`src/design/sbl_pkg.sv`:
```
// Shared types, constants and step table lookup for the stepped backlight controller.
package sbl_pkg;

    localparam int STEP_COUNT = 17;
    localparam int TABLE_LEN  = 17;
    localparam int STEP_IDX_W = $clog2(STEP_COUNT);

    localparam logic [7:0] LEVEL_MAX = 8'hFF;

    localparam logic [15:0] ON_DELAY_RST  = 16'd300;
    localparam logic [15:0] OFF_DELAY_RST = 16'd60;
    localparam logic [7:0]  BOOT_LVL_RST  = 8'd0;

    typedef enum logic [2:0] {
        CMD_TICK   = 3'd0,
        CMD_SET    = 3'd1,
        CMD_SILENT = 3'd2,
        CMD_RESTORE = 3'd3,
        CMD_UP     = 3'd4,
        CMD_DOWN   = 3'd5,
        CMD_ON     = 3'd6,
        CMD_OFF    = 3'd7
    } t_cmd;

    typedef enum logic [1:0] {
        CFG_ON_DELAY  = 2'd0,
        CFG_OFF_DELAY = 2'd1,
        CFG_BOOT_LVL  = 2'd2
    } t_cfg_idx;

    typedef struct packed {
        t_cmd       cmd;
        logic [7:0] level;
    } t_in;

    typedef struct packed {
        logic [7:0] pwm_duty;
        logic       enable;
        logic       is_on;
        logic [7:0] current_level;
        logic       persist_write;
        logic       busy_res;
    } t_out;

    // Brightness steps; positions past the listed entries read as full scale.
    function automatic logic [7:0] table_at(input int idx);
        logic [7:0] val;
        case (idx)
            0:  val = 8'd0;
            1:  val = 8'd1;
            2:  val = 8'd2;
            3:  val = 8'd3;
            4:  val = 8'd4;
            5:  val = 8'd6;
            6:  val = 8'd8;
            7:  val = 8'd12;
            8:  val = 8'd16;
            9:  val = 8'd23;
            10: val = 8'd32;
            11: val = 8'd45;
            12: val = 8'd64;
            13: val = 8'd90;
            14: val = 8'd128;
            15: val = 8'd180;
            16: val = 8'd255;
            default: val = LEVEL_MAX;
        endcase
        return val;
    endfunction

    // Step whose interval holds lv, top step above 180; parallel compares, lowest match wins.
    function automatic logic [STEP_IDX_W-1:0] nearest_step(input logic [7:0] lv);
        logic [STEP_IDX_W-1:0] idx;
        idx = '0;
        for (int i = STEP_COUNT - 2; i >= 0; i--) begin
            if (table_at(i) <= lv && table_at(i + 1) > lv) begin
                idx = STEP_IDX_W'(i);
            end
        end
        if (lv > table_at(STEP_COUNT - 2)) begin
            idx = STEP_IDX_W'(STEP_COUNT - 1);
        end
        return idx;
    endfunction

endpackage

```
`src/design/stepped_backlight_controller.sv`:
```
// Top level of the stepped backlight controller: command decode, power sequencing, result register.
//
//  channel | direction | handshake               | payload
//  --------+-----------+-------------------------+-------------------------------
//  in      | request   | i_in_valid / o_in_ready | i_in  (cmd, level)
//  out     | result    | o_out_valid/i_out_ready | o_out (duty, enable, on, level,
//          |           |                         |        persist, busy)
//  cfg     | write     | i_cfg_valid/o_cfg_ready | i_cfg_index, i_cfg_data
//
// One request per cycle while the output is not stalled; its result is registered and appears the next cycle.
// State updates at acceptance through one level of compare/select logic.
// The result register accepts a new request while its contents are being taken;
// a stalled output holds off input only while that register is full.
// Synchronous active-low reset loads the register defaults and saved level.
module stepped_backlight_controller (
    input  logic                i_clk,
    input  logic                i_rst_n,
    input  logic                i_in_valid,
    output logic                o_in_ready,
    input  sbl_pkg::t_in        i_in,
    output logic                o_out_valid,
    input  logic                i_out_ready,
    output sbl_pkg::t_out       o_out,
    input  logic                i_cfg_valid,
    output logic                o_cfg_ready,
    input  logic [1:0]          i_cfg_index,
    input  logic [15:0]         i_cfg_data
);
    import sbl_pkg::*;

    typedef enum logic [1:0] {
        PH_IDLE     = 2'd0,
        PH_ON_WAIT  = 2'd1,
        PH_OFF_WAIT = 2'd2
    } t_phase;

    logic [15:0] r_on_delay;
    logic [15:0] r_off_delay;

    logic [7:0]  r_level,  n_level;
    logic        r_on,     n_on;
    logic [7:0]  r_saved,  n_saved;
    logic [7:0]  r_duty,   n_duty;
    logic        r_enable, n_enable;
    t_phase      r_phase,  n_phase;
    logic [15:0] r_delay,  n_delay;
    logic        n_persist;
    logic        n_busy;

    logic        r_out_valid;
    t_out        r_out;

    logic        in_acc;
    logic        cfg_acc;
    logic        apply;
    logic        drive;
    logic [7:0]  apply_lvl;
    logic [STEP_IDX_W-1:0] cur_step;
    logic [7:0]  up_lvl;
    logic [7:0]  down_lvl;

    assign o_in_ready  = !r_out_valid || i_out_ready;
    assign o_cfg_ready = 1'b1;
    assign in_acc      = i_in_valid && o_in_ready;
    assign cfg_acc     = i_cfg_valid;
    assign o_out_valid = r_out_valid;
    assign o_out       = r_out;

    assign cur_step = nearest_step(r_level);
    assign up_lvl   = table_at(int'(cur_step) + 1);
    assign down_lvl = table_at(int'(cur_step) - 1);

    always_comb begin
        n_level   = r_level;
        n_on      = r_on;
        n_saved   = r_saved;
        n_duty    = r_duty;
        n_enable  = r_enable;
        n_phase   = r_phase;
        n_delay   = r_delay;
        n_persist = 1'b0;
        n_busy    = 1'b0;
        apply     = 1'b0;
        drive     = 1'b1;
        apply_lvl = i_in.level;

        if (r_phase != PH_IDLE) begin
            if (i_in.cmd == CMD_TICK) begin
                if (r_delay <= 16'd1) begin
                    if (r_phase == PH_ON_WAIT) begin
                        n_duty = r_level;
                    end else begin
                        n_enable = 1'b0;
                    end
                    n_phase = PH_IDLE;
                    n_delay = '0;
                end else begin
                    n_delay = r_delay - 16'd1;
                end
            end else begin
                n_busy = 1'b1;
            end
        end else begin
            case (i_in.cmd)
                CMD_SET: begin
                    apply = 1'b1;
                end
                CMD_SILENT: begin
                    apply = 1'b1;
                    drive = 1'b0;
                end
                CMD_RESTORE: begin
                    apply     = 1'b1;
                    apply_lvl = (r_saved == 8'd0) ? LEVEL_MAX : r_saved;
                end
                CMD_UP: begin
                    apply     = r_on && (cur_step != STEP_IDX_W'(STEP_COUNT - 1));
                    apply_lvl = up_lvl;
                end
                CMD_DOWN: begin
                    apply     = r_on && (cur_step != '0);
                    apply_lvl = down_lvl;
                end
                CMD_ON: begin
                    n_on     = 1'b1;
                    n_enable = 1'b1;
                    if (r_on_delay == 16'd0) begin
                        // zero delay: restore finishes within this request
                        n_duty = r_level;
                    end else begin
                        n_duty  = 8'd0;
                        n_phase = PH_ON_WAIT;
                        n_delay = r_on_delay;
                    end
                end
                CMD_OFF: begin
                    n_on   = 1'b0;
                    n_duty = 8'd0;
                    if (r_off_delay == 16'd0) begin
                        n_enable = 1'b0;
                    end else begin
                        n_phase = PH_OFF_WAIT;
                        n_delay = r_off_delay;
                    end
                end
                default: begin
                end
            endcase

            if (apply) begin
                n_level   = apply_lvl;
                n_saved   = apply_lvl;
                n_persist = 1'b1;
                if (drive && r_on) begin
                    n_duty = apply_lvl;
                end
            end
        end
    end

    always_ff @(posedge i_clk) begin
        if (!i_rst_n) begin
            r_on_delay  <= ON_DELAY_RST;
            r_off_delay <= OFF_DELAY_RST;
            r_level     <= '0;
            r_on        <= 1'b0;
            r_saved     <= BOOT_LVL_RST;
            r_duty      <= '0;
            r_enable    <= 1'b0;
            r_phase     <= PH_IDLE;
            r_delay     <= '0;
            r_out_valid <= 1'b0;
        end else begin
            if (in_acc) begin
                r_level  <= n_level;
                r_on     <= n_on;
                r_saved  <= n_saved;
                r_duty   <= n_duty;
                r_enable <= n_enable;
                r_phase  <= n_phase;
                r_delay  <= n_delay;
                r_out    <= '{pwm_duty: n_duty, enable: n_enable, is_on: n_on,
                              current_level: n_level, persist_write: n_persist,
                              busy_res: n_busy};
                r_out_valid <= 1'b1;
            end else if (i_out_ready) begin
                r_out_valid <= 1'b0;
            end

            if (cfg_acc) begin
                case (i_cfg_index)
                    CFG_ON_DELAY: begin
                        r_on_delay <= i_cfg_data;
                    end
                    CFG_OFF_DELAY: begin
                        r_off_delay <= i_cfg_data;
                    end
                    CFG_BOOT_LVL: begin
                        // boot load: saved level follows the persisted value
                        r_saved <= i_cfg_data[7:0];
                    end
                    default: begin
                    end
                endcase
            end
        end
    end

endmodule
```
`config.mk`:
```
export PLATFORM = sky130hd
export DESIGN_NAME = stepped_backlight_controller
export DESIGN_NICKNAME = d
export VERILOG_FILES = /design/src/design/sbl_pkg.sv /design/src/design/stepped_backlight_controller.sv
export SDC_FILE = /design/constraint.sdc
export NUM_CORES = 1
export LEC_CHECK = 0
export BUFFER_PORTS_ARGS = -buffer_cell sky130_fd_sc_hd__buf_2
export CAP_MARGIN = 30
export CORE_AREA = 3 3 145 147
export CTS_BUF_LIST = sky130_fd_sc_hd__clkbuf_8
export DETAILED_ROUTE_END_ITERATION = 10
export DIE_AREA = 0 0 148 150
export GPL_TIMING_DRIVEN = 0
export SLEW_MARGIN = 20
export SYNTH_ARGS = -nofsm -noshare
export SYNTH_HDL_FRONTEND = slang
export SYNTH_SLANG_ARGS = --single-unit
export TNS_END_PERCENT = 5
```
`constraint.sdc`:
```
create_clock -name i_clk -period 4.4 [get_ports i_clk]
set_clock_uncertainty 0.05 [all_clocks]
set_input_delay 0.22 -clock i_clk [delete_from_list [all_inputs] [get_ports i_clk]]
set_output_delay 0.22 -clock i_clk [all_outputs]
set_load 0.005 [all_outputs]
```
# Word-level counts from Yosys, hierarchy flattened
# Memories as Yosys holds them, arrays and structs flattened.
# Cells that the tools add are included.
# word_totals
register_bits,97
rom_bits,512
input_bits,34
output_inout_bits,23
word_cells,173
memories,2
# mem_list
name,depth,word_bits,read_ports,rd_clocked_by_memory_dff,wr,line,rtl
(no name shown),32,8,1,0,0,sbl_pkg.sv:48,case (idx)
(no name shown),32,8,1,0,0,sbl_pkg.sv:48,
# op_classes
addsub,3
order_cmp,34
eq_ne,15
mux,64
n_reduce_logical,39
# op_table
operator,count
two-way mux 8 bit,17
two-way mux 16 bit,5
two-way mux 5 bit,16
logical NOT 27 bit,2
logical NOT 16 bit,2
case mux 16 bit (2 select lines),1
> comparator 8 bit (first input constant),3
case mux 8 bit (3 select lines),1
logical AND 1 bit,20
> comparator 2 x 8 -> 1 bit (first input constant),2
> comparator 3 x 8 -> 1 bit (first input constant),2
> comparator 4 x 8 -> 1 bit (first input constant),2
> comparator 5 x 8 -> 1 bit (first input constant),2
> comparator 6 x 8 -> 1 bit (first input constant),2
> comparator 7 x 8 -> 1 bit (first input constant),2
less-or-equal comparator 1 x 8 -> 1 bit (first input constant),2
less-or-equal comparator 16 x 1 -> 1 bit (second input constant),1
less-or-equal comparator 2 x 8 -> 1 bit (first input constant),2
less-or-equal comparator 3 x 8 -> 1 bit (first input constant),2
less-or-equal comparator 4 x 8 -> 1 bit (first input constant),2
less-or-equal comparator 5 x 8 -> 1 bit (first input constant),2
less-or-equal comparator 6 x 8 -> 1 bit (first input constant),2
less-or-equal comparator 7 x 8 -> 1 bit (first input constant),2
less-or-equal comparator 8 bit (first input constant),2
other kinds (32),59

# Logic depth before layout (Yosys ltp)
# logic_depth
word_depth,28
mapped_depth,17
mapped_depth_nobuf,15

# Least setup slack after synthesis
# No wires, ideal clock.
# synth_timing
path_type,reg-to-reg
start,register r_level[7]
end,"register r_out, in the netlist o_out[8] (data pin)"
setup_time_ps,271
arrival_time_ps,3162
slack_ps,917
path_stages_with_launch,15
path_buffers,2
synth_period_minus_slack_ps,3483
path_cell_list,dfxtp_1 buf_6 or4_4 o21ai_1 o21bai_4 clkinv_1 ha_1 clkbuf_1 nor2_1 o21ai_0 a31oi_1 o21bai_1 o211ai_1 o32ai_1 o21ai_0
# synth_between
elab_chain_cells,25
# synth_lines
element,line,rtl
start: declaration,stepped_backlight_controller.sv:40,"logic [7:0] r_level, n_level;"
start signal: assignment,stepped_backlight_controller.sv:175,r_level <= n_level;
less-or-equal comparator 8 bit / > comparator 8 bit (equally long branches),sbl_pkg.sv:76,if (table_at(i) <= lv && table_at(i + 1) > lv) begin
logical AND 1 bit,sbl_pkg.sv:76,
two-way mux 4 bit,sbl_pkg.sv:76,
two-way mux 5 bit (15 in series),sbl_pkg.sv:76,
two-way mux 5 bit (*),sbl_pkg.sv:80,if (lv > table_at(STEP_COUNT - 2)) begin
subtractor 5 x 1 -> 6 bit (tied with other cells),stepped_backlight_controller.sv:71,assign down_lvl = table_at(int'(cur_step) - 1);
memory (32 x 8 bit) (tied with other cells),-,
two-way mux 8 bit / case mux 1 bit (3 select lines) (equally long branches),"sbl_pkg.sv:48, stepped_backlight_controller.sv:104",
case mux 8 bit (3 select lines) / two-way mux 1 bit (equally long branches),"stepped_backlight_controller.sv:104, stepped_backlight_controller.sv:87",
two-way mux 8 bit (*),stepped_backlight_controller.sv:150,if (apply) begin
two-way mux 8 bit (*),stepped_backlight_controller.sv:87,if (r_phase != PH_IDLE) begin
net n_level[6],stepped_backlight_controller.sv:40,
end signal: assignment,stepped_backlight_controller.sv:182,"r_out <= '{pwm_duty: n_duty, enable: n_enable, is_on: n_on,"
end: declaration,stepped_backlight_controller.sv:51,t_out r_out;
# The timed path passes the listed nets; every way through them passes the cells marked *. The select of a mux whose other input is x is not followed.
# A chain may end at the register's enable or synchronous reset.

# Final worst setup path
# layout_timing
start,register r_level[6]
end,"register r_out, in the netlist o_out[14] (data pin)"
# layout_between
elab_chain_cells,26
# layout_lines
element,line,rtl
less-or-equal comparator 8 bit / > comparator 8 bit (equally long branches),sbl_pkg.sv:76,
logical AND 1 bit,sbl_pkg.sv:76,
two-way mux 4 bit,sbl_pkg.sv:76,
two-way mux 5 bit (15 in series),sbl_pkg.sv:76,
two-way mux 5 bit (*),sbl_pkg.sv:80,
subtractor 5 x 1 -> 6 bit / adder 5 x 1 -> 6 bit (equally long branches),"stepped_backlight_controller.sv:71, stepped_backlight_controller.sv:70",
memory (32 x 8 bit) / logical NOT 27 bit (equally long branches),-,
two-way mux 8 bit,sbl_pkg.sv:48,
case mux 8 bit (3 select lines),stepped_backlight_controller.sv:104,case (i_in.cmd)
two-way mux 8 bit,stepped_backlight_controller.sv:154,if (drive && r_on) begin
two-way mux 8 bit (*),stepped_backlight_controller.sv:150,
two-way mux 8 bit (*),stepped_backlight_controller.sv:87,
net n_duty[2],stepped_backlight_controller.sv:43,"logic [7:0] r_duty, n_duty;"
# Marked as above.

==> results.md <==
- The H-tree was split into 3 levels.
- Summing all flip-flop and latch instances after layout gives 0.00214 mm2.
- The clock net in this run drives a total of 97 sinks.
- The final critical path takes up 96.0% of the cycle.
- The height of the chip is 150 um.
- The worst setup path category is register to register.
- The synthesized design contains 97 register bits.
- sky130_fd_sc_hd__dfxtp_1 takes more of the synthesized area than any other cell.
- The region available for standard cell placement spans 0.0200 mm2.
- The half-perimeter wire length after detailed placement is 14300 um.
- The multi-input combinational cells in the finished layout cover a total of 0.00357 mm2.
- The synthesized design devotes to its leading area cell type 25.9% of total area.
- The first-pass GRT wire length is 30200 um.
- At the worst endpoint, the arrival time is 4.40 ns.
- After detailed routing, the number of vias per cell comes to 5.48.
- The cell chosen for the clock root is sky130_fd_sc_hd__clkbuf_8.
- The final layout contains 848 nets.
- At the end of routability-driven placement, the weighted congestion stood at 0.918.
- The final hold violation count came to 0.
- Setup slack closes at 0.175 ns.
- At the later pin of the worst-skew pair, clock insertion delay measures 0.39 ns.
- The clock passes through at most 2 buffers.
- The most used flip-flop cell after synthesis is sky130_fd_sc_hd__dfxtp_1.
- After clock tree synthesis, the clock-pin slew on the worst setup and hold paths is 0.10 ns.
- The synthesized area per cell is 8.02 um2.
- The post-route netlist has 14.2% of its cells at a drive strength greater than 1.
- The sort of element at the start of the critical path is a register.
- The largest incremental delay on the critical path is 0.46 ns.
- The number of library cell types mapped by synthesis is 87.
- The routed layout has 5932 vias.
- The number of ports placed on the die boundary is 57.
- The total inserted antenna cells is 0.
- The worst path needs 4.22 ns of the cycle, external delays included.
- The standby leakage power is 0.00249 uW.
- The number of clock buffers inserted by TritonCTS is 9.
- The count of yosys warnings during synthesis is 0.
- The total power density per cell area is 325 mW/mm2.
- In the synthesized netlist the async set-or-reset flop fraction comes to 0%.
- The violation count after the first detailed-route iteration is 589.
- The flow ran to the end, and the final reports show no timing, DRC or antenna violations.
- The post-cts hold buffer count is 0.
- The worst-case IR drop observed on VDD is 0.000129 V.
- The post-synthesis net count is 783.
- The number of placement rows is 52.
- The total cell area at the placement stage is 0.00656 mm2.
- The pre-antenna-repair detailed-routing pass consisted of 7 iterations.
- The initial core utilization is 29.7%.
- TritonCTS built the clock tree.
- The number of antenna violations at the first check in global routing is 1.
- The maximum fanout along the worst path is 10.
- The min-delay analysis places its worst path in the category primary input to register.
- The netlist area before placement is 0.00595 mm2.
- By area the synthesized netlist is led by sky130_fd_sc_hd__dfxtp_1, sky130_fd_sc_hd__edfxtp_1, sky130_fd_sc_hd__nand2_1.
- The number of synthesized flops with an enable pin is 20.
- The sequential area share after synthesis is 36.0%.
- The relative slew slack is 42.7%.
- The x dimension of the die is 148 um.
- The layout overhead on the synthesized area is 14.3%.
- The finished cells cover 0.00681 mm2.
- The slowest cell on the critical path is sky130_fd_sc_hd__o221ai_2.
- The cell with the most instances after synthesis is sky130_fd_sc_hd__nand2_1.
- The total overflow left after global routing is 0.
- Max-cap violations in this run came to 0.
- Setup repair after global routing could not meet its margin everywhere.
- The total count of max-transition violations in the final report came to 0.
- The buffer and inverter count on the worst path is 3.
- The signal on the critical path passes through buf_2 > or2_2 > o221ai_2 > o21ai_1 > o21bai_4 > clkinv_1 > ha_1 > clkbuf_1 > nor2_1 > o21ai_0 > nand2_1 > o211ai_1 > o311ai_1 > a31o_2 > a221oi_2 > o21bai_1.
- At the pin with the least slew margin, the transition time is 0.858 ns.
- OpenSTA, run right after detailed placement, puts the worst setup slack at -0.124 ns.
- During placement, the flow inserted port buffers numbering 53.
- For this run, the top clock speed supported by timing is 0.237 GHz.
- The dominant delay contributor by cell family on the critical path is compound AO/OA/AOI/OAI gates.
- The endpoint kind of the worst setup timing path is a register.
- The wire length reported by the detailed router is 19000 um.
- After detailed routing, the average wire length per cell comes to 17.6 um.
- The via count of the first global-routing pass was 5430.
- The setup-violating endpoint count in the final report is 0.
- In the routed design, unresolved DRC markers number 0.
- The number of filler cells placed in the layout is 2179.
- The end-of-flow core utilization is 34.0%.
- The die covers 0.0222 mm2.
- After synthesis, the most frequently instantiated cells are sky130_fd_sc_hd__nand2_1, sky130_fd_sc_hd__dfxtp_1, sky130_fd_sc_hd__o21ai_0.
- The worst endpoint required time is 4.57 ns.
- Once detail routing completed, the nets flagged for antenna violations numbered 0.
- The total routing resource utilization after global routing is 17.1%.
- The cell count after synthesis is 742.
- The maximum number of pins on one net before global-route repair is 21.
placed cells by master (no fill, tap or decap), types with 5 or more instances in the layout:
master / n
sky130_fd_sc_hd__a211oi_1: 5
sky130_fd_sc_hd__a21boi_0: 27
sky130_fd_sc_hd__a21oi_1: 32
sky130_fd_sc_hd__a221oi_1: 6
sky130_fd_sc_hd__a222oi_1: 12
sky130_fd_sc_hd__a22oi_1: 7
sky130_fd_sc_hd__a31oi_1: 12
sky130_fd_sc_hd__and2_1: 17
sky130_fd_sc_hd__and3_1: 7
sky130_fd_sc_hd__buf_2: 63
sky130_fd_sc_hd__clkbuf_1: 36
sky130_fd_sc_hd__clkbuf_8: 9
sky130_fd_sc_hd__dfxtp_1: 77
sky130_fd_sc_hd__edfxtp_1: 20
sky130_fd_sc_hd__ha_1: 7
sky130_fd_sc_hd__inv_1: 17
sky130_fd_sc_hd__mux2i_1: 8
sky130_fd_sc_hd__nand2_1: 127
sky130_fd_sc_hd__nand2b_1: 7
sky130_fd_sc_hd__nand3_1: 23
sky130_fd_sc_hd__nand4_1: 5
sky130_fd_sc_hd__nor2_1: 48
sky130_fd_sc_hd__nor2b_1: 8
sky130_fd_sc_hd__nor3_1: 20
sky130_fd_sc_hd__nor4_1: 11
sky130_fd_sc_hd__o211ai_1: 6
sky130_fd_sc_hd__o21a_1: 5
sky130_fd_sc_hd__o21ai_0: 63
sky130_fd_sc_hd__o21ai_1: 5
sky130_fd_sc_hd__o221ai_1: 6
worst reg2reg max path, delay by kind of cell, from the launching register on:
kind                     cells  cell delay, ns
AND/OR/NAND/NOR              3            0.61
flip-flops                   1            0.30
buffers and inverters        3            0.77
adder cells (fa/ha/maj)      1            0.19
AO/OA/AOI/OAI                9            2.15
routing by layer:
layer  part of all wire, %  routed length [um]  up-vias  track usage [%]
met4                   2.3                 435        2             5.64
met2                    43                8130      229             25.1
li1                      -                   -     2886                -
met1                    48                9050     2785             24.7
met3                   7.4                1410       30             3.85
met5                 0.063                  12        -                0
where the power goes:
group          total, uW  internal [uW]  switching, uW
registers            990            956           33.6
clock network        597            263            333
logic                622            224            399
logic make-up after synthesis:
| family | after synthesis | synth area share [%] |
|---|---|---|
| DFF | 97 | 36.0 |
| muxes | 12 | 2.10 |
| AOI/OAI and AO/OA | 253 | 30.3 |
| and+or+nand+nor | 297 | 24.0 |
| xor gates and xnor gates | 5 | 0.862 |
| buffers and inverters | 68 | 4.92 |
| other | 1 | 0.0630 |
| adders and majority gates | 9 | 1.81 |
flip-flops by register name (all words and copies together) (netlist names), 2 cells and up:
register,cells
r_phase,2
r_off_delay,16
r_duty,8
r_on_delay,16
r_level,8
o_out,20
r_saved,8
r_delay,16
cell type report:
cell class                 count  share of cell area [%]
buffer                        52                    3.42
tap                          270                    4.96
clock buffer                   9                    1.82
inverter                      16                   0.882
sequential                    97                    31.5
clock inverter                 7                    1.01
multi-input combinational    577                    52.5
timing repair buffer          54                    3.97
stage by stage:
stage	hold WS [ns]	std cells	TNS [ns]	power, uW
2_1_floorplan	0.294	742	0	1430
3_3_place_gp	0.402	1065	-1.17	1610
3_5_place_dp	0.407	1066	-0.539	1600
4_1_cts	0.0192	1082	0	2200
5_1_grt	0.0142	1082	-0.0595	2310
6_report	0.0296	1082	0	2210
timing repair:
item | 4_1_cts | 5_1_grt
endpoints found under the setup margin | 5 | 16
gates resized for setup | 1 | 6
pin swaps | 0 | 1
buffers inserted | 0 | 0
worst paths after layout:
check	startpoint	end	cells past startpoint	slack [ns]
setup reg to reg	r_level[6]	o_out[14]	16	0.18
setup / recovery	r_level[6]	o_out[14]	16	0.18
hold reg to reg	r_enable	r_enable	2	0.42
hold / removal	i_cfg_data[8]	r_on_delay[8]	3	0.03
Note: power is estimated with default switching activity, not from simulation.
